### src/hdl/int_to_radix_ascii_padded_top_assert.svh
// Assertion macros shared by the converter modules
`ifndef INT_TO_RADIX_ASCII_PADDED_TOP_ASSERT_SVH
`define INT_TO_RADIX_ASCII_PADDED_TOP_ASSERT_SVH

// same-cycle implication, clocked on clk, off during reset
`define ITRA_ASSERT_NOW(lbl, ante, cons, msg) \
  lbl: assert property (@(posedge clk) disable iff (!rst_n) (ante) |-> (cons)) \
    else $error(msg);

// next-cycle implication, clocked on clk, off during reset
`define ITRA_ASSERT_NEXT(lbl, ante, cons, msg) \
  lbl: assert property (@(posedge clk) disable iff (!rst_n) (ante) |=> (cons)) \
    else $error(msg);

`endif

### src/hdl/itra_pkg.sv
// Constants, types and helper functions for the radix text converter
package itra_pkg;

  localparam int WORD_BITS     = 32;
  localparam int MAX_CHARS     = 64;
  localparam int RADIX_W       = 6;
  localparam int WIDTH_W       = 7;
  localparam int CHAR_W        = 7;
  localparam int MAX_DIGITS    = WORD_BITS;
  localparam int CNT_W         = $clog2(MAX_DIGITS + 1);
  localparam int ADDR_W        = $clog2(MAX_DIGITS);
  localparam int BITS_PER_STEP = 4;
  localparam int DIV_STEPS     = WORD_BITS / BITS_PER_STEP;
  localparam int STEP_W        = $clog2(DIV_STEPS);

  localparam int CFG_ADDR_W = 3;
  localparam int CFG_DATA_W = 32;

  localparam logic [RADIX_W-1:0] RADIX_MIN   = RADIX_W'(2);
  localparam logic [RADIX_W-1:0] RADIX_MAX   = RADIX_W'(36);
  localparam logic [RADIX_W-1:0] RADIX_RESET = RADIX_W'(10);
  localparam logic [WIDTH_W-1:0] WIDTH_MAX   = WIDTH_W'(MAX_CHARS);

  // register indexes
  localparam logic REG_RADIX = 1'b0;
  localparam logic REG_WIDTH = 1'b1;

  localparam logic [CHAR_W-1:0] CHAR_ZERO  = 7'h30;
  localparam logic [CHAR_W-1:0] CHAR_A     = 7'h61;
  localparam logic [CHAR_W-1:0] CHAR_MINUS = 7'h2d;
  localparam logic [CHAR_W-1:0] CHAR_SPACE = 7'h20;
  localparam logic [RADIX_W-1:0] DEC_LAST  = RADIX_W'(9);
  localparam logic [CHAR_W-1:0] DEC_BASE   = CHAR_W'(10);

  typedef struct packed {
    logic [RADIX_W-1:0] radix;
    logic [WIDTH_W-1:0] width;
  } cfg_t;

  function automatic logic [CHAR_W-1:0] digit_char(input logic [RADIX_W-1:0] d);
    logic [CHAR_W-1:0] dw;
    dw = CHAR_W'(d);
    if (d > DEC_LAST) begin
      return dw + CHAR_A - DEC_BASE;
    end
    return dw + CHAR_ZERO;
  endfunction

endpackage

### src/hdl/itra_div.sv
// Shared divider, four quotient bits per cycle by restoring subtraction
module itra_div import itra_pkg::*; (
  input  logic                 clk,
  input  logic                 rst_n,
  input  logic                 start,
  input  logic [WORD_BITS-1:0] dividend,
  input  logic [RADIX_W-1:0]   base,
  output logic                 done,
  output logic [WORD_BITS-1:0] quotient,
  output logic [RADIX_W-1:0]   remainder
);

  logic [WORD_BITS-1:0] num_r, num_nxt;
  logic [RADIX_W-1:0]   rem_r, rem_nxt;
  logic [STEP_W-1:0]    step_r;
  logic                 busy_r;
  logic                 done_r;
  logic [RADIX_W:0]     trial;

  always_comb begin
    num_nxt = num_r;
    rem_nxt = rem_r;
    trial   = '0;
    for (int i = 0; i < BITS_PER_STEP; i++) begin
      trial   = {rem_nxt, num_nxt[WORD_BITS-1]};
      num_nxt = {num_nxt[WORD_BITS-2:0], 1'b0};
      if (trial >= {1'b0, base}) begin
        trial      = trial - {1'b0, base};
        num_nxt[0] = 1'b1;
      end
      rem_nxt = trial[RADIX_W-1:0];
    end
  end

  always_ff @(posedge clk) begin
    if (!rst_n) begin
      busy_r <= 1'b0;
      done_r <= 1'b0;
      step_r <= '0;
    end else begin
      done_r <= 1'b0;
      if (start) begin
        busy_r <= 1'b1;
        step_r <= '0;
      end else if (busy_r) begin
        step_r <= step_r + STEP_W'(1);
        if (step_r == STEP_W'(DIV_STEPS - 1)) begin
          busy_r <= 1'b0;
          done_r <= 1'b1;
        end
      end
    end
  end

  always_ff @(posedge clk) begin
    if (start) begin
      num_r <= dividend;
      rem_r <= '0;
    end else if (busy_r) begin
      num_r <= num_nxt;
      rem_r <= rem_nxt;
    end
  end

  assign done      = done_r;
  assign quotient  = num_r;
  assign remainder = rem_r;

  `include "int_to_radix_ascii_padded_top_assert.svh"

  `ITRA_ASSERT_NOW(a_done_idle, done_r, !busy_r, "divider done while still busy")
  `ITRA_ASSERT_NOW(a_rem_below_base, done_r, rem_r < base, "remainder not below base")
  `ITRA_ASSERT_NEXT(a_start_busy, start, busy_r, "divider idle after start")

endmodule
### config.mk
export PLATFORM = sky130hd
export DESIGN_NAME = itra_div
export DESIGN_NICKNAME = d
export VERILOG_FILES = /design/src/hdl/itra_pkg.sv /design/src/hdl/itra_div.sv
export VERILOG_INCLUDE_DIRS = /design/src /design/src/hdl
export SDC_FILE = /design/constraint.sdc
export NUM_CORES = 1
export LEC_CHECK = 0
export BUFFER_PORTS_ARGS = -buffer_cell sky130_fd_sc_hd__buf_2
export CORE_UTILIZATION = 53
export CTS_BUF_LIST = sky130_fd_sc_hd__clkbuf_16
export DETAILED_ROUTE_END_ITERATION = 10
export MAX_ROUTING_LAYER = met4
export PLACE_DENSITY = 0.8
export RECOVER_POWER = 100
export SKIP_LAST_GASP = 1
export SYNTH_ARGS = -nofsm -noshare
export SYNTH_HDL_FRONTEND = slang
export SYNTH_SLANG_ARGS = --single-unit
### constraint.sdc
create_clock -name clk -period 11.4 [get_ports clk]
set_input_delay 2.28 -clock clk [delete_from_list [all_inputs] [get_ports clk]]
set_output_delay 2.28 -clock clk [all_outputs]
set_load 0.01 [all_outputs]
After elaboration in Yosys (flattened, before gate mapping)
Index checks and enable logic that the tools add are counted.
Storage, ports and cells
  bits in registers: 43
  bits of input ports: 41
  logic and storage cells: 34
Operators by class
  add/sub/neg operators: 5
  order comparisons: 4
  equal/unequal tests: 1
  multiplexer cells: 14
  bitwise operators: 2
  reductions and logical operators: 3
Operator list (number)
  $mux 32: 2
  $ge 7x6->1: 4
  $mux 6: 4
  $sub 6x6->6: 4
  $mux 1: 8
  $add 3x1->3 const B: 1
  $eq 3x3->1 const B: 1
  $reduce_or 3->1: 1
  $not 1->1: 2
  $reduce_bool 2->1: 1
  $reduce_or 2->1: 1

Longest topological paths before layout
  depth in word-level cells: 10
  depth in mapped cells: 33
  depth with buffers taken out: 32

Least setup slack after synthesis
OpenSTA, ideal clock, no wires.
  path type: input -> register
  start: in base[2]
  end: reg rem_r[1], in the netlist remainder[1]
  arrival time: 8.875 ns
  data required time: 11.314 ns
  slack: 2.439 ns
  stages on the path: 30
  cells stage by stage: inv_1 ha_1 o211ai_1 a21o_1 a31oi_1 mux2i_1 ha_1 and3_1 a41o_1 a2111oi_4 nand2_4 mux2_2 ha_1 a21o_1 a211oi_1 o221ai_1 a311oi_1 and2_1 buf_6 mux2i_1 ha_1 nor2b_1 o21ai_1 a21boi_1 o21ai_1 nand2b_1 a211o_1 a211oi_4 mux2i_1 a211oi_1
Between the ends
  cells in the longest elaborated chain, start to end: 8
  elaborated cells between the ends (all ways): 12
  classes of those cells: add/sub (4); order compare (4); mux (4)
Ends and longest elaborated chain
  from (decl): RTL line itra_div.sv:7  | input logic [RADIX_W-1:0] base,
  $sub 6x6->6 or $ge 7x6->1 (tied branches): RTL line itra_div.sv:28, itra_div.sv:27
  $mux 6: RTL line itra_div.sv:27  | if (trial >= {1'b0, base}) begin
  $sub 6x6->6 or $ge 7x6->1 (tied branches): RTL line itra_div.sv:28, itra_div.sv:27
  $mux 6: RTL line itra_div.sv:27
  $ge 7x6->1 or $sub 6x6->6 (tied branches): RTL line itra_div.sv:27, itra_div.sv:28
  $mux 6: RTL line itra_div.sv:27
  $sub 6x6->6 or $ge 7x6->1 (tied branches): RTL line itra_div.sv:28, itra_div.sv:27
  $mux 6 *: RTL line itra_div.sv:27
  to (signal assigned): RTL line itra_div.sv:61  | rem_r <= rem_nxt;
  to (decl): RTL line itra_div.sv:14  | logic [RADIX_W-1:0] rem_r, rem_nxt;
Mark *: on every way between the ends. The rest lies on a longest branch, timed or not.
A chain may end at the register's enable or synchronous reset.

Worst setup path in the final report
  start: in base[4]
  end: reg rem_r[5], in the netlist remainder[5]
Same word-level chain as after synthesis.

==> results_dict.tcl <==
set metrics [dict create \
    cp-start-kind "primary input" \
    reg2reg_depth 30 \
    grt-ovfl-total 0 \
    synth_fa_ha_area_share_pct 13.3 \
    dp_slack_ns 1.14 \
    synth_compound_area_share_pct 12.5 \
    final_nets 421 \
    viasPerCell 5.65 \
    critical_path.max_fanout 9 \
    start_util_pct 55.1 \
    final-max-slew-violation-count 76 \
    critical_path.max_stage_delay_ns 0.60 \
    h-tree-depth 2 \
    synthCells 272 \
    yosys.area_share.simple_pct 9.27 \
    synth_warnings 0 \
    grt_util_all_layers_pct 25.1 \
    rows 27 \
    post_cts_buffers 0 \
    grt_pass1_vias 2409 \
    cp-end-kind "register" \
    hold_viol_final 0 \
    grt_max_degree 43 \
    cpMostUsedCell "ha_1" \
    final_common_cell "clkbuf_1" \
    fin_util_pct 65.0 \
    setup_tns_ns 0 \
    area_growth_pct 18.0 \
    fin_crit_sh_pct 91.0 \
    wire_per_inst_um 16.6 \
    synth_top_family_by_area "multiplexers" \
    initialDrtViolationCount 154 \
    first_pass_iters 4 \
    yosys_most_used_dff "edfxtp_1" \
    syn_nets 343 \
    route.detailed.drc 0 \
    r2r_slack_ns 2.87 \
    cts.clk_slew.worst_paths_ns 0.06 \
    pin_count 80 \
    seq_area_frac_synth_pct 38.7 \
    gp_congestion 0.897 \
    synth_mux_area_share_pct 18.0 \
    mostFrequentLayoutCells "clkbuf_1 (40), buf_2 (39), edfxtp_1 (32), mux2_2 (31), ha_1 (26)" \
    root_buffer "clkbuf_16" \
    antennaDiodeCount 0 \
    synth-xor-area-share_pct 3.44 \
    antenna_left 0 \
    finalSetupViolCount 0 \
    ctsHoldBuffers 0 \
    violations "max-capacitance violations, max-slew violations" \
    critical_path_required_ns 11.45 \
    ys_seq_elements 43 \
    die_h_um 77.9 \
    cts.sinks 43 \
    place_hpwl_um 5400 \
    criticalPathCategory "primary input to register" \
    fp.dieW_um 77.9 \
    cts_tree "built" \
    regArea_mm2 0.00118 \
    ctsResizeCount 0 \
    io_buffers 79 \
    whs_path_depth 2 \
    synth.distinct_cells 50 \
    ctsLongestPathBuffers 2 \
    vias 2391 \
    async_flop_share_pct 0 \
    synth_area_mm2 0.00305 \
    slowest_stage "a31oi_1" \
    fin_skew_ns 0.00602 \
    die_area_mm2 0.00607 \
    avgSynthCellArea_um2 11.2 \
    fillCellCount 475 \
    min_path_type "register to register" \
    antenna_found_initial 0 \
    synth-edff-count 32 \
    tightest_slew_ns 2.17 \
    timing.final.ws_setup_ns 1.02 \
    fin_crit_ns 10.38 \
    hold_end "step_r[1]" \
    slew_headroom_pct -44.7 \
    arrival_ns 10.43 \
    r2r-end "remainder[5]" \
    multi_input_area_mm2 0.00172 \
    rsz0062_at_grt "no" \
    layout-drive-gt1-share_pct 24.5 \
    hp-start "step_r[1]" \
    clock_latency_ns 0.28 \
    fmax_mhz 96.4 \
    grt_pass1_wl_um 11200 \
    maxCapViolCount 2 \
    cts_made_buffers 5 \
    drt_wl_total_um 7010 \
    reg2reg_from "remainder[3]" \
    status "complete, but fails checks" \
    core-area_mm2 0.00554 \
]
-- per-layer routing --
| layer | global-route usage [%] | vias up | wire (um) |
|---|---|---|---|
| met3 | 4.00 | 11 | 303 |
| met1 | 31.4 | 1153 | 3070 |
| li1 | - | 1152 | - |
| met2 | 41.9 | 75 | 3520 |
| met4 | 7.17 | 0 | 118 |
| met5 | - | - | 0 |
-- stage by stage --
step                std cells  cell area (um2)  hold WS [ns]
floorplan                 272             3050         0.465
global placement          415             3480         0.481
detailed placement        415             3480         0.500
CTS                       423             3660         0.514
global route              423             3600         0.535
finish                    423             3600         0.507
-- critical path, delay by kind of cell --
kind	cells	cell delay (ns)
buffers and inverters	3	0.28
adder cells (fa/ha/maj)	4	1.35
AND/OR/NAND/NOR	6	1.18
multiplexers	3	0.99
AO/OA/AOI/OAI	16	4.34
-- how the worst max path moves through the flow --
stage | startpoint | endpoint | slack (ns) | depth (start not counted)
after floorplan | base[2] | remainder[1] | 2.44 | 30
after global placement | base[1] | remainder[3] | 1.52 | 30
after detailed placement | base[4] | remainder[5] | 1.14 | 30
after CTS | base[4] | remainder[5] | 1.37 | 30
after global routing | base[4] | remainder[5] | 0.40 | 33
final | base[4] | remainder[5] | 1.02 | 32
-- registers in the layout (all words and copies together), names as in the netlist --
register	cells
quotient	32
remainder	6
busy_r	1
done	1
step_r	3
-- cell families (layout without fill, tap and decap cells) --
group / Yosys count / count (layout)
and+or+nand+nor: 55 / 55
muxes: 50 / 50
AOI/OAI and AO/OA: 49 / 49
DFF: 43 / 43
buffers and inverters: 33 / 112
adders and majority gates: 30 / 30
xor gates and xnor gates: 12 / 12
-- Yosys cell counts (2+ instances only) --
cell	instances	area, um2
a211oi_1	6	45.0
a211o_1	2	17.5
nand2_1	9	33.8
and3_1	2	12.5
or3_1	2	12.5
dfxtp_1	11	220
mux2i_1	14	140
a21oi_1	12	60.1
xor2_1	3	26.3
nand3_1	2	10.0
xnor2_1	9	78.8
o21a_1	4	30.0
nor3_1	2	10.0
or2_1	2	12.5
a311oi_1	2	17.5
mux2_1	3	33.8
or2_2	2	12.5
nor2b_1	4	25.0
clkbuf_1	3	11.3
a21o_1	5	37.5
buf_4	4	30.0
nand2b_1	5	31.3
inv_1	25	93.8
nor4_1	2	12.5
nor2_1	18	67.6
fa_1	4	80.1
o21ai_0	2	10.0
o211ai_1	2	15.0
edfxtp_1	32	961
ha_1	26	325
o21ai_1	2	10.0
mux2_2	32	360
a41o_1	2	20.0
-- layout make-up --
| class | instances | area share [%] |
|---|---|---|
| inverter | 25 | 2.61 |
| sequential | 43 | 32.8 |
| tap | 72 | 2.50 |
| multi-input combinational | 196 | 47.7 |
| clock buffer | 5 | 3.47 |
| clock inverter | 3 | 1.29 |
| timing repair buffer | 79 | 9.59 |
Power is not shown: default switching activity piles up to over one toggle a cycle in this logic, so the estimate is an artifact.
