`config.mk`:
```
export PLATFORM = sky130hd
export DESIGN_NAME = itra_cfg
export DESIGN_NICKNAME = d
export VERILOG_FILES = /design/src/hdl/int_to_radix_ascii_padded_top_assert.svh /design/src/hdl/itra_pkg.sv /design/src/hdl/itra_cfg.sv
export SDC_FILE = /design/constraint.sdc
export NUM_CORES = 1
export LEC_CHECK = 0
export ABC_CLOCK_PERIOD_IN_PS = 1310
export BUFFER_PORTS_ARGS = -buffer_cell sky130_fd_sc_hd__buf_2
export CORE_UTILIZATION = 36
export DETAILED_ROUTE_END_ITERATION = 8
export PLACE_DENSITY = 0.86
export SETUP_SLACK_MARGIN = 0.5
export SKIP_LAST_GASP = 1
export SLEW_MARGIN = 20
export SYNTH_ARGS = -nofsm -noshare
export SYNTH_HDL_FRONTEND = slang
export SYNTH_SLANG_ARGS = --single-unit
```
`constraint.sdc`:
```
create_clock -name clk -period 1.31 [get_ports clk]
set_clock_uncertainty 0.15 [all_clocks]
set_input_delay 0.1965 -clock clk [delete_from_list [all_inputs] [get_ports clk]]
set_output_delay 0.1965 -clock clk [all_outputs]
set_load 0.05 [all_outputs]
```
`src/hdl/int_to_radix_ascii_padded_top_assert.svh`:
```
// Assertion macros shared by the converter modules
`ifndef INT_TO_RADIX_ASCII_PADDED_TOP_ASSERT_SVH
`define INT_TO_RADIX_ASCII_PADDED_TOP_ASSERT_SVH

// same-cycle implication, clocked on clk, off during reset
`define ITRA_ASSERT_NOW(lbl, ante, cons, msg) \
  lbl: assert property (@(posedge clk) disable iff (!rst_n) (ante) |-> (cons)) \
    else $error(msg);

// next-cycle implication, clocked on clk, off during reset
`define ITRA_ASSERT_NEXT(lbl, ante, cons, msg) \
  lbl: assert property (@(posedge clk) disable iff (!rst_n) (ante) |=> (cons)) \
    else $error(msg);

`endif

```
`src/hdl/itra_pkg.sv`:
```
// Constants, types and helper functions for the radix text converter
package itra_pkg;

  localparam int WORD_BITS     = 32;
  localparam int MAX_CHARS     = 64;
  localparam int RADIX_W       = 6;
  localparam int WIDTH_W       = 7;
  localparam int CHAR_W        = 7;
  localparam int MAX_DIGITS    = WORD_BITS;
  localparam int CNT_W         = $clog2(MAX_DIGITS + 1);
  localparam int ADDR_W        = $clog2(MAX_DIGITS);
  localparam int BITS_PER_STEP = 4;
  localparam int DIV_STEPS     = WORD_BITS / BITS_PER_STEP;
  localparam int STEP_W        = $clog2(DIV_STEPS);

  localparam int CFG_ADDR_W = 3;
  localparam int CFG_DATA_W = 32;

  localparam logic [RADIX_W-1:0] RADIX_MIN   = RADIX_W'(2);
  localparam logic [RADIX_W-1:0] RADIX_MAX   = RADIX_W'(36);
  localparam logic [RADIX_W-1:0] RADIX_RESET = RADIX_W'(10);
  localparam logic [WIDTH_W-1:0] WIDTH_MAX   = WIDTH_W'(MAX_CHARS);

  // register indexes
  localparam logic REG_RADIX = 1'b0;
  localparam logic REG_WIDTH = 1'b1;

  localparam logic [CHAR_W-1:0] CHAR_ZERO  = 7'h30;
  localparam logic [CHAR_W-1:0] CHAR_A     = 7'h61;
  localparam logic [CHAR_W-1:0] CHAR_MINUS = 7'h2d;
  localparam logic [CHAR_W-1:0] CHAR_SPACE = 7'h20;
  localparam logic [RADIX_W-1:0] DEC_LAST  = RADIX_W'(9);
  localparam logic [CHAR_W-1:0] DEC_BASE   = CHAR_W'(10);

  typedef struct packed {
    logic [RADIX_W-1:0] radix;
    logic [WIDTH_W-1:0] width;
  } cfg_t;

  function automatic logic [CHAR_W-1:0] digit_char(input logic [RADIX_W-1:0] d);
    logic [CHAR_W-1:0] dw;
    dw = CHAR_W'(d);
    if (d > DEC_LAST) begin
      return dw + CHAR_A - DEC_BASE;
    end
    return dw + CHAR_ZERO;
  endfunction

endpackage

```
`src/hdl/itra_cfg.sv`:
```
// APB register block holding radix and minimum width
module itra_cfg import itra_pkg::*; (
  input  logic                  clk,
  input  logic                  rst_n,
  input  logic                  cfg_psel,
  input  logic                  cfg_penable,
  input  logic                  cfg_pwrite,
  input  logic [CFG_ADDR_W-1:0] cfg_paddr,
  input  logic [CFG_DATA_W-1:0] cfg_pwdata,
  output logic [CFG_DATA_W-1:0] cfg_prdata,
  output logic                  cfg_pready,
  output cfg_t                  cfg_o
);

  logic [RADIX_W-1:0] radix_r;
  logic [WIDTH_W-1:0] width_r;
  logic               reg_idx;
  logic               wr_en;

  assign cfg_pready = 1'b1;
  assign reg_idx    = cfg_paddr[CFG_ADDR_W-1];
  assign wr_en      = cfg_psel && cfg_penable && cfg_pwrite && cfg_pready;

  always_ff @(posedge clk) begin
    if (!rst_n) begin
      radix_r <= RADIX_RESET;
      width_r <= '0;
    end else if (wr_en) begin
      unique case (reg_idx)
        REG_RADIX: radix_r <= cfg_pwdata[RADIX_W-1:0];
        REG_WIDTH: width_r <= cfg_pwdata[WIDTH_W-1:0];
        default: ;
      endcase
    end
  end

  always_comb begin
    unique case (reg_idx)
      REG_RADIX: cfg_prdata = CFG_DATA_W'(radix_r);
      REG_WIDTH: cfg_prdata = CFG_DATA_W'(width_r);
      default:   cfg_prdata = '0;
    endcase
  end

  // saturate to the usable range
  always_comb begin
    cfg_o.radix = radix_r;
    if (radix_r < RADIX_MIN) begin
      cfg_o.radix = RADIX_MIN;
    end else if (radix_r > RADIX_MAX) begin
      cfg_o.radix = RADIX_MAX;
    end
    cfg_o.width = (width_r > WIDTH_MAX) ? WIDTH_MAX : width_r;
  end

endmodule

```
; ---- Word level (Yosys, flattened, before mapping)
; Cells that the tools add are included.
[totals]
regBits = 13
input_bits = 40
out_inout_bits = 46
[classes]
magnitude_cmp = 3
muxes = 4
n_bitwise = 1
n_reduce_logical = 4
[op_table]
columns = cell, n
row1 = one-hot mux 32 bit (2 select lines), 1
row2 = two-way mux 6 bit, 2
row3 = "> comparator 7 bit, second input constant", 1
row4 = two-way mux 7 bit, 1
row5 = "> comparator 6 bit, second input constant", 1
row6 = "< comparator 6 x 2 -> 1 bit, second input constant", 1
row7 = AND reduction 2 bit, 2
row8 = logical AND 1 bit, 2
row9 = NOT 1 bit, 1

; ---- Logic depth before layout (Yosys ltp)
; Gate-level depths: netlist of the first run.
[depth]
depth_word = 3
depth_mapped = 4

; ---- Worst setup path before layout of the first run
; No wires, ideal clock.
[synth_timing]
kind = flip-flop to output port
from = register radix_r[5]
to = output cfg_prdata[5]
arrival_time_ns = 1.560
slack_ns = -0.596
stages_incl_launch_ff = 3
path_cell_list = dfxtp_1 -> inv_1 -> o21ai_0
[synth_between]
elab_chain_len = 1
[synth_rtl]
columns = item, line
row1 = start: declaration, itra_cfg.sv:15  ; logic [RADIX_W-1:0] radix_r;
row2 = start signal: assignment, itra_cfg.sv:30  ; REG_RADIX: radix_r <= cfg_pwdata[RADIX_W-1:0];
row3 = one-hot mux 32 bit (2 select lines), itra_cfg.sv:38  ; unique case (reg_idx)
row4 = end: declaration, itra_cfg.sv:10  ; output logic [CFG_DATA_W-1:0] cfg_prdata,
; No other way between the ends. The select of a mux whose other input is x is not followed.

==> results of run 1 <==
[worst min-delay path, cell delays in order]
cell and delay (ns):
buf_2 0.10, nand2_1 0.04, mux2i_1 0.05
[final cells by class]
type / count / area share
clock buffer: 4 / 0.01684
inverter: 1 / 0.002406
multi-input combinational: 87 / 0.4202
sequential: 13 / 0.1812
tap: 30 / 0.02406
timing repair buffer: 50 / 0.3553
[metal layers]
layer	vias up	share of wire
li1	394	-
met1	374	0.37
met2	40	0.57
met3	2	0.060
met4	0	0.0018
met5	-	0
[sequential cells by signal, summed over array words and instances (netlist names)]
register / flops
radix_r: 6
width_r: 7
[power groups by stage]
stage          clock network, uW  logic (uW)  registers (uW)
3_5_place_dp                   0         349             420
2_1_floorplan                  0         372             419
3_3_place_gp                   0         347             420
6_report                     238         428             408
4_1_cts                      247         411             408
5_1_grt                      280         445             409
[timing repair]
action                                  in CTS  in global routing
pin swaps                                    2                  2
setup buffers                                6                  5
resized for setup                           71                 16
endpoints found under the setup margin      33                 31
cloned                                       1                  0
hold buffers                                 0                  0
[synth_stat cells, drive strengths merged]
master,instances
buf,28
nand2,19
mux2i,14
dfxtp,13
nor2b,12
clkbuf,5
mux2,5
o21ai,3
conb,2
nand2b,2
and2,1
and4,1
and4b,1
inv,1
maj3,1
nand4,1
nor3,1
[metrics by stage]
stage	setup slack [ns]	TNS, ns	instance area (um2)
floorplan	-0.07714	-0.07714	1195
global placement	-0.1338	-0.2816	1152
detailed placement	-0.1365	-0.3210	1152
CTS	-0.3542	-2.539	1469
global route	-0.4221	-3.811	1560
finish	-0.3681	-2.861	1560
[path summary, 6_finish.rpt]
check,to,cells after the start,startpoint,slack (ns)
hold reg to reg,width_r[0],2,width_r[0],0.32
hold / removal,width_r[6],3,cfg_pwdata[6],0.01
setup / recovery,cfg_o[7],3,radix_r[3],-0.37
setup reg to reg,radix_r[4],6,radix_r[4],0.10
[cell families (layout without fill, tap and decap cells)]
family	after synthesis	after routing	share of synthesized area
and+or+nand+nor	38	38	0.2129
buffers and inverters	34	55	0.2601
muxes	19	19	0.2116
DFF	13	13	0.2803
AOI/OAI and AO/OA	3	3	0.01617
other	2	26	0.008089
adders and majority gates	1	1	0.01078
==> impl_metrics.py, run 1 <==
metrics = {
    "run_status": {
        "outcome": "complete, but fails checks",
        "violations": "setup timing",
    },
    "final_layout": {
        "area_growth_pct": 68.06,
        "final_common_cell": "conb_1",
        "final_util": 0.6356,
        "register_area_um2": 282.8,
        "multi_input_area_um2": 655.6,
        "layout-drive-gt1-share": 0.5742,
        "final_cells": 185,
        "nets": 196,
        "final_cell_mix": "26 x conb_1, 19 x buf_6, 15 x nand2_1, 13 x mux2i_1",
        "n_fill_cell": 169,
        "num_antenna_cells": 0,
    },
    "clocking": {
        "htreeDepth": 1,
        "clkTransAtPathRegs_ns": 0.08,
        "clock-sinks": 13,
        "tritoncts": "done",
        "ctsRootBufferMaster": "clkbuf_4",
        "clk_latency_ns": 0.27,
        "clockBufferDepth": 2,
        "cts_buffers": 3,
    },
    "pwr": {
        "clkPwrFrac": 0.221,
        "finalPower_uw": 1073,
        "power_density_nw_per_um2": 687.9,
        "p_int_uw": 645.9,
        "p_seq_frac": 0.380,
        "netSwitchingFraction": 0.3982,
        "p_switching_uw": 427.4,
        "combPwrFrac": 0.399,
        "power.leakage_uw": 0.0007179,
        "max-vdd-ir-drop_v": 0.0004405,
    },
    "logic_synthesis": {
        "synth_area_leaders": "dfxtp_1 28%, buf_4 21%, mux2i_1 15%",
        "yosys_register_bits": 13,
        "synth_cell_type_count": 19,
        "synth_top_area_share": 0.2803,
        "synthCells": 110,
        "syn_area_per_cell_um2": 8.440,
        "yosysTopAreaCell": "dfxtp_1",
        "yosysSeqAreaShare": 0.2803,
        "syn_area_um2": 928.4,
        "yosysWarnings": 0,
    },
    "worst_setup_path": {
        "crit_family": "flip-flops",
        "crit_buf_inv": 1,
        "endpoint_kind": "output port",
        "max_stage_delay_ns": 0.36,
        "crit_chain": "nor3_4 -> mux2i_4 -> buf_6",
        "critPathSlowestCell": "dfxtp_4",
        "crit_arrival_ns": 1.33,
        "worstSetupPathType": "flop to output port",
        "required_ns": 0.96,
        "worstPathMaxFanout": 2,
        "cp-start-kind": "flop",
    },
    "sta": {
        "finalMaxSlewViolations": 0,
        "finalHoldViolCount": 0,
        "fin_crit_ns": 1.678,
        "clock.fmax_ghz": 0.5959,
        "post-route-period-util": 1.281,
        "whs_ns": 0.01075,
        "rsz0062_at_grt": "yes",
        "setup_slack_ns": -0.3681,
        "setup_viol": 20,
    },
    "min_path": {
        "min_path_type": "input port to flop",
    },
    "placement": {
        "dp_cells": 169,
        "gp_congestion": 0.6748,
        "numPortBuffers": 32,
    },
    "floorplan": {
        "die_area_um2": 2786,
        "rows": 18,
        "core-area_um2": 2455,
        "start_util": 0.3782,
        "die_h_um": 52.78,
        "io_pins": 86,
        "die_w_um": 52.78,
    },
    "routing": {
        "initialDrtViolationCount": 2,
        "wirelength_um": 2207,
        "drcViolationCount": 0,
        "avgViaCountPerCell": 4.378,
        "wl_per_cell_um": 11.93,
        "antenna_left": 0,
        "first_pass_iters": 4,
        "num_vias": 810,
    },
    "global_route": {
        "grt_use_met1": 0.1618,
        "grt_pass1_wl_um": 3146,
        "grt_pass1_vias": 714,
        "grt_use_met3": 0.03188,
        "grt_antenna_before_repair": 0,
        "overflow": 0,
        "grt_use_total": 0.1593,
        "busiest_layer": "met2",
        "grt_max_degree": 23,
        "use_met2": 0.3080,
    },
    "flow_run": {
        "cap_violations": 0,
    },
}
(Power assumes the default switching activity.)
==> run 2, diff against run 1 <==
--- a/config.mk
+++ b/config.mk
@@ -5,10 +5,11 @@
 export SDC_FILE = /design/constraint.sdc
 export NUM_CORES = 1
 export LEC_CHECK = 0
-export ABC_CLOCK_PERIOD_IN_PS = 1310
+export ABC_CLOCK_PERIOD_IN_PS = 1600
 export BUFFER_PORTS_ARGS = -buffer_cell sky130_fd_sc_hd__buf_2
 export CORE_UTILIZATION = 36
 export DETAILED_ROUTE_END_ITERATION = 8
+export HOLD_SLACK_MARGIN = 0.06
 export PLACE_DENSITY = 0.86
 export SETUP_SLACK_MARGIN = 0.5
 export SKIP_LAST_GASP = 1
==> constraint.sdc (replaced) <==
create_clock -name clk -period 1.6 [get_ports clk]
set_clock_uncertainty 0.15 [all_clocks]
set_input_delay 0.24 -clock clk [delete_from_list [all_inputs] [get_ports clk]]
set_output_delay 0.24 -clock clk [all_outputs]
set_load 0.05 [all_outputs]
==> impl_metrics.py, run 2 (synthesis gave the netlist of run 1 again) <==
metrics = {
    "worst_setup_path": {
        "endpoint_kind": "output port",
        "required_ns": 1.21,
        "cp-start-kind": "flop",
        "crit_arrival_ns": 1.37,
        "worstPathMaxFanout": 2,
        "worstSetupPathType": "flop to output port",
    },
    "run_status": {
        "outcome": "complete, but fails checks",
        "violations": "setup timing",
    },
    "floorplan": {
        "die_h_um": 52.78,
        "rows": 18,
        "die_area_um2": 2786,
        "io_pins": 86,
        "die_w_um": 52.78,
        "core-area_um2": 2455,
        "start_util": 0.3782,
    },
    "clocking": {
        "clkTransAtPathRegs_ns": 0.09,
        "clock-sinks": 13,
        "cts_buffers": 3,
        "clk_latency_ns": 0.28,
        "tritoncts": "done",
        "clockBufferDepth": 2,
        "htreeDepth": 1,
        "ctsRootBufferMaster": "clkbuf_4",
    },
    "final_layout": {
        "final_cell_mix": "26 x conb_1, 19 x nand2_1, 14 x buf_6, 13 x mux2i_1, 12 x buf_2",
        "largest_reg_flops": 7,
        "regMostFlops": "width_r",
        "nets": 191,
        "top_regs": "width_r: 7 flops, radix_r: 6 flops",
        "layout-drive-gt1-share": 0.5067,
        "area_growth_pct": 57.28,
        "register_area_um2": 281.5,
        "final_util": 0.5948,
        "multi_input_area_um2": 629.4,
        "final_cells": 180,
        "num_antenna_cells": 0,
        "design_area_um2": 1460,
        "final_common_cell": "conb_1",
        "n_fill_cell": 215,
    },
    "global_route": {
        "overflow": 0,
        "grt_antenna_before_repair": 0,
        "grt_use_total": 0.1529,
        "grt_pass1_wl_um": 2925,
        "grt_pass1_vias": 646,
        "grt_max_degree": 23,
    },
    "routing": {
        "num_vias": 791,
        "avgViaCountPerCell": 4.394,
        "drcViolationCount": 0,
        "first_pass_iters": 6,
        "antenna_left": 0,
        "initialDrtViolationCount": 12,
        "wl_per_cell_um": 11.81,
        "wirelength_um": 2126,
    },
    "placement": {
        "dp_cells": 163,
        "numPortBuffers": 32,
        "placed_cell_area_um2": 1089,
        "gp_congestion": 0.6903,
        "post-dp-hpwl_um": 1399,
    },
    "sta": {
        "post-route-period-util": 1.098,
        "clock.fmax_ghz": 0.5691,
        "fin_crit_ns": 1.757,
        "setup_slack_ns": -0.1572,
        "setup_viol": 4,
        "finalHoldViolCount": 0,
        "rsz0062_at_grt": "yes",
        "finalMaxSlewViolations": 0,
        "whs_ns": 0.07120,
    },
    "min_path": {
        "min_path_type": "input port to flop",
    },
    "pwr": {
        "combPwrFrac": 0.379,
        "p_seq_frac": 0.380,
        "p_switching_uw": 366.2,
        "netSwitchingFraction": 0.4184,
        "clkPwrFrac": 0.241,
        "p_int_uw": 508.9,
        "max-vdd-ir-drop_v": 0.0003369,
        "power_density_nw_per_um2": 599.3,
        "power.leakage_uw": 0.0006663,
    },
    "flow_run": {
        "cap_violations": 0,
    },
}
-- run 2: cell types whose count changed in the layout (fill, tap and decap cells not counted), sizes merged --
cell and change:
clkinv +1, buf -7, dlygate4sd3 +3, clkbuf -2
-- run 2: routing by layer --
metal  vias up  part of all wire  wire, um  track usage
li1        381                 -         -            -
met1       362              0.36       761       0.1485
met2        44              0.56      1198       0.2975
met3         4             0.067       142      0.02899
met4         0             0.011        24      0.07895
met5         -                 0         0            0
-- run 2: worst paths after layout --
path	from	to	slack (ns)	depth (start not counted)
min reg2reg	width_r[1]	width_r[1]	0.33	2
min	cfg_pwdata[2]	radix_r[2]	0.07	3
max reg2reg	width_r[6]	width_r[6]	0.66	3
max	radix_r[2]	cfg_o[7]	-0.16	3
-- run 2: repair_timing --
action,CTS,global route
gates resized for setup,54,12
pin swaps,3,2
hold buffers,3,0
endpoints found under the hold margin,3,0
setup endpoints to repair,24,20
setup buffers,7,3
-- run 2: critical path: stages, from the launching register on --
cell and delay, ns:
dfxtp_4 0.36, nor3_4 0.28, mux2i_4 0.27, buf_6 0.18
-- run 2: layout make-up --
| type | count | area share |
|---|---|---|
| Clock buffer | 3 | 0.01542 |
| Timing Repair Buffer | 45 | 0.3290 |
| Sequential cell | 13 | 0.1928 |
| Tap cell | 30 | 0.02571 |
| Inverter | 1 | 0.002571 |
| Multi-Input combinational cell | 87 | 0.4310 |
| Clock inverter | 1 | 0.003428 |
-- run 2: through the flow --
stage	setup WS [ns]	total power (uW)	TNS [ns]
floorplan	0.1694	644.8	0
global placement	0.09379	622.9	0
detailed placement	0.04720	625.0	0
CTS	-0.1843	864.2	-0.3387
global route	-0.1924	904.7	-0.4573
finish	-0.1572	875.1	-0.2725
-- run 2: power by group through the flow --
| stage | logic, uW | registers [uW] | clock network, uW |
|---|---|---|---|
| 2_1_floorplan | 299 | 346 | 0 |
| 3_3_place_gp | 275 | 348 | 0 |
| 3_5_place_dp | 277 | 348 | 0 |
| 4_1_cts | 319 | 333 | 212 |
| 5_1_grt | 346 | 334 | 225 |
| 6_report | 332 | 333 | 211 |
